==> src/plt_pkg.sv <==
package plt_pkg;
    localparam int DEPTH    = 32;
    localparam int KEY_BITS = 64;
    localparam int PAY_BITS = 32;
    localparam int POS_W    = $clog2(DEPTH);
    localparam int CNT_W    = $clog2(DEPTH + 1);
    localparam int OP_W     = 3;

    localparam logic [OP_W-1:0] OP_CLEAR  = 3'd0;
    localparam logic [OP_W-1:0] OP_INSERT = 3'd1;
    localparam logic [OP_W-1:0] OP_DELETE = 3'd2;
    localparam logic [OP_W-1:0] OP_READ   = 3'd3;
    localparam logic [OP_W-1:0] OP_UPDATE = 3'd4;
    localparam logic [OP_W-1:0] OP_FIND   = 3'd5;

    typedef struct packed {
        logic [OP_W-1:0]     op;
        logic                append;
        logic [POS_W-1:0]    pos;
        logic [KEY_BITS-1:0] key;
        logic [PAY_BITS-1:0] payload;
    } plt_item_t;

    typedef struct packed {
        logic      valid;
        plt_item_t item;
    } plt_head_t;
endpackage

==> src/plt_front.sv <==
module plt_front (
    input  logic                       clk,
    input  logic                       rst_n,
    input  logic                       in_valid,
    output logic                       in_stall,
    input  logic [plt_pkg::OP_W-1:0]   operation,
    input  logic [plt_pkg::POS_W-1:0]  position,
    input  logic                       at_end,
    input  logic [plt_pkg::KEY_BITS-1:0] key,
    input  logic [plt_pkg::PAY_BITS-1:0] payload,
    output plt_pkg::plt_head_t         head,
    input  logic                       take
);
    import plt_pkg::*;

    plt_item_t q_reg [2];
    plt_item_t q_next [2];
    logic [1:0] cnt_reg, cnt_next;
    plt_item_t item;
    logic push, pop;
    logic wr_idx;

    always_comb
    begin
        item.op      = operation;
        item.append  = (operation == OP_INSERT) && at_end;
        item.pos     = position;
        item.key     = key;
        item.payload = payload;
    end

    assign in_stall   = (cnt_reg == 2'd2);
    assign push       = in_valid && !in_stall;
    assign pop        = take && (cnt_reg != 2'd0);
    assign head.valid = (cnt_reg != 2'd0);
    assign head.item  = q_reg[0];
    assign wr_idx     = cnt_reg[0] && !pop;

    always_comb
    begin
        q_next[0] = q_reg[0];
        q_next[1] = q_reg[1];
        // advance the queue before placing the new transaction
        if (pop)
        begin
            q_next[0] = q_reg[1];
        end
        if (push)
        begin
            q_next[wr_idx] = item;
        end
        cnt_next = cnt_reg + {1'b0, push} - {1'b0, pop};
    end

    always_ff @(posedge clk or negedge rst_n)
    begin
        if (!rst_n)
        begin
            cnt_reg <= 2'd0;
        end
        else
        begin
            cnt_reg <= cnt_next;
        end
    end

    always_ff @(posedge clk)
    begin
        q_reg[0] <= q_next[0];
        q_reg[1] <= q_next[1];
    end
endmodule

==> config.mk <==
export PLATFORM = sky130hd
export DESIGN_NAME = plt_front
export DESIGN_NICKNAME = d
export VERILOG_FILES = /design/src/plt_pkg.sv /design/src/plt_front.sv
export SDC_FILE = /design/constraint.sdc
export NUM_CORES = 1
export LEC_CHECK = 0
export BUFFER_PORTS_ARGS = -buffer_cell sky130_fd_sc_hd__buf_2
export CAP_MARGIN = 20
export CORE_ASPECT_RATIO = 1.2
export CORE_MARGIN = 3
export CORE_UTILIZATION = 53
export CTS_BUF_LIST = sky130_fd_sc_hd__clkbuf_16
export DETAILED_ROUTE_END_ITERATION = 10
export GPL_TIMING_DRIVEN = 0
export PLACE_DENSITY = 0.79
export SYNTH_ARGS = -nofsm -noshare
export SYNTH_HDL_FRONTEND = slang
export SYNTH_SLANG_ARGS = --single-unit
==> constraint.sdc <==
create_clock -name clk -period 7.5 [get_ports clk]
set_clock_uncertainty 0.1 [all_clocks]
set_input_delay 0.375 -clock clk [delete_from_list [all_inputs] [get_ports clk]]
set_output_delay 0.375 -clock clk [all_outputs]
set_load 0.01 [all_outputs]
==> metrics.txt <==
status=finished, final reports clean; Inst Count DP=991; io pins=216; count of pins over their slew limit=0; DRT antenna net count=0; layout cells sized above 1=0.593; Post-Syn Area per Cell=15.4 µm²; unrepaired setup endpoints after global routing=false; Slew @ Worst Pin=891 ps; Hold Path Class=input port to async pin; Synth area leaders=edfxtp_1 36%, dfxtp_1 24%, mux2_2 22%; nets@finish=1022; Adder-Cell Fraction of Synth Area=0.00143; largest family of logic cells by synthesized area=multiplexers; CP required=7760 ps; clk buf depth=3; most frequent cells in the layout=227 x buf_2, 169 x mux2_2, 110 x buf_4; CP startpoint kind=flip-flop; most common cell after layout, fill and taps aside=buf_2; worst skew pair latency=480 ps; Mapped Cells=565; largest net degree at the start of global routing=34; area leader, netlist=edfxtp_1; Seq cells post-synth=212; GRT met3 Usage=0.0511; post-CTS setup buffers=0; routed length per instance=approximately 17 µm; Final Setup Violations=0; max_slew headroom=0.405; die width=123 µm; CP arrival=about 2400 ps; syn nets=around 680; antenna violations before repair=0; PortBufs=215; Min Clock Period, post-route=about 2200 ps; detailed-placement wirelength estimate=12.3 mm; met1 Usage GRT=0.220; CTS buffer count=22; pwr dens=403 nW/µm²; Crit Path Class=flip-flop to flip-flop; crit path capture type=flip-flop; Synth top area share=0.361; Area Overhead vs Synth=36.9%; Pleak=about 0.005 µW; Via density=4.75; period utilisation layout=0.290; GPL Wtd Cong=0.756; M2 GR Usage=0.400; Residual DRC=0; Clock Sink Count=around 210; Iteration-0 DRC Markers=between 150 and 200; Initial Utilization=0.549; Ys Warns=0; # rows=50; setup_tns=0 ps; GRT overflow=0; Synth Cell Area=8720 µm²; Final Util=0.751; register area share after synthesis=0.608; Core Box Area=between 15000 and 20000 µm²; total track usage=0.208; first-pass GRT wire length=around 30 mm; layout filler cell count=roughly 1000; Root Driver=clkbuf_16; mux cell area share after synthesis=0.271; Fmax=460 MHz; die area=18000 µm²; Yosys cell types=19; post-synthesis simple-gate area fraction=0.00502; htree depth=1; CTS tree=yes; post-synthesis xor/xnor area fraction=0.00201; 1st-pass router iterations=4; final wirelength=19.0 mm; Max VDD drop=0.318 mV; Synth Area in Compound Gates=0.00402; number of global-route vias before repair=approximately 6100; Final Hold Vio Count=0; Worst Path Max Fanout=10; Die Y=roughly 150 µm; Non-Filler Instances=1137; max-cap viol count=0; vias=around 5400; Clock transition at path regs=60 ps; grt peak-use layer=met2
==> final timing paths <==
check / from / to / slack, ps / cells past startpoint
min reg2reg: flip-flop / q_reg[0][29]$_DFF_P_ / 480 / 2
min in group clk: at_end / flip-flop / 200 / 2
max: cnt_reg[0]$_DFF_PN0_ / q_reg[0][31]$_DFF_P_ / 5330 / 5
max in group asynchronous: rst_n / cnt_reg[1]$_DFF_PN0_ / 7090 / 2
max reg2reg: cnt_reg[0]$_DFF_PN0_ / q_reg[0][31]$_DFF_P_ / 5330 / 5
min: rst_n / cnt_reg[0]$_DFF_PN0_ / 120 / 2
==> critical path, stage by stage, from the launching register on <==
cell	delay, ps
dfrtp_1	460
and2_1	200
o21ai_2	340
buf_2	330
buf_4	250
mux2_2	370
==> per-stage QoR <==
stage	power, µW	area, µm²	hold slack (ps)	setup WS [ps]
after global routing	5070	11900	109	5240
after CTS	4830	11900	89.5	5340
final	4810	11900	115	5330
after floorplan	3110	8720	-20.6	1950
after detailed placement	3660	10100	66.0	5280
after global placement	3570	10100	62.5	-476
==> layout make-up <==
cell class | instances | area [µm²] | share of cell area
diodes | 1 | 2.50 | 0.000210
plain buffers | 127 | 942 | 0.0789
clock buffers | 23 | 576 | 0.0482
clock inverters | 17 | 175 | 0.0147
inverters | 1 | 3.75 | 0.000314
multi-input cells | 225 | 2480 | 0.208
flip-flops and latches | 212 | 5310 | 0.444
well taps | 208 | 260 | 0.0218
repair buffers | 323 | 2190 | 0.184
==> what timing repair did <==
action                    4_1_cts  5_1_grt
gates resized for setup         0        0
hold endpoints to repair      106        0
hold buffers                  105        0
==> where the power goes <==
part | leakage [µW] | total [µW] | internal (µW) | switching, µW
sequential | 0.00187 | 1780 | 1600 | 175
combinational | 0.00282 | 1920 | 1170 | 758
clock | 0.000380 | 1110 | 690 | 419
==> metal layers <==
layer / wire [µm] / up-vias
met5: 0 / -
li1: - / 2623
met2: 10500 / 152
met1: 6890 / 2584
met4: 398 / 0
met3: 1210 / 38
==> cells in the mapped netlist <==
library cell,number
inv_1,1
nor4bb_1,1
dfxtp_1,105
nor2_1,3
and2_1,1
buf_6,5
nor2b_1,2
o21ai_2,2
buf_2,12
a21bo_2,1
edfxtp_1,105
ha_1,1
a22oi_1,1
dfrtp_1,2
nand2_1,1
mux2_2,169
buf_4,110
xnor2_1,2
mux2_1,41
==> cell families after synthesis <==
family | Yosys count
AO/OA/AOI/OAI | 4
buffers and inverters | 128
adder cells (fa/ha/maj) | 1
multiplexers | 210
AND/OR/NAND/NOR | 8
flip-flops | 212
XOR/XNOR | 2
Note: power is estimated with default switching activity, not from simulation.
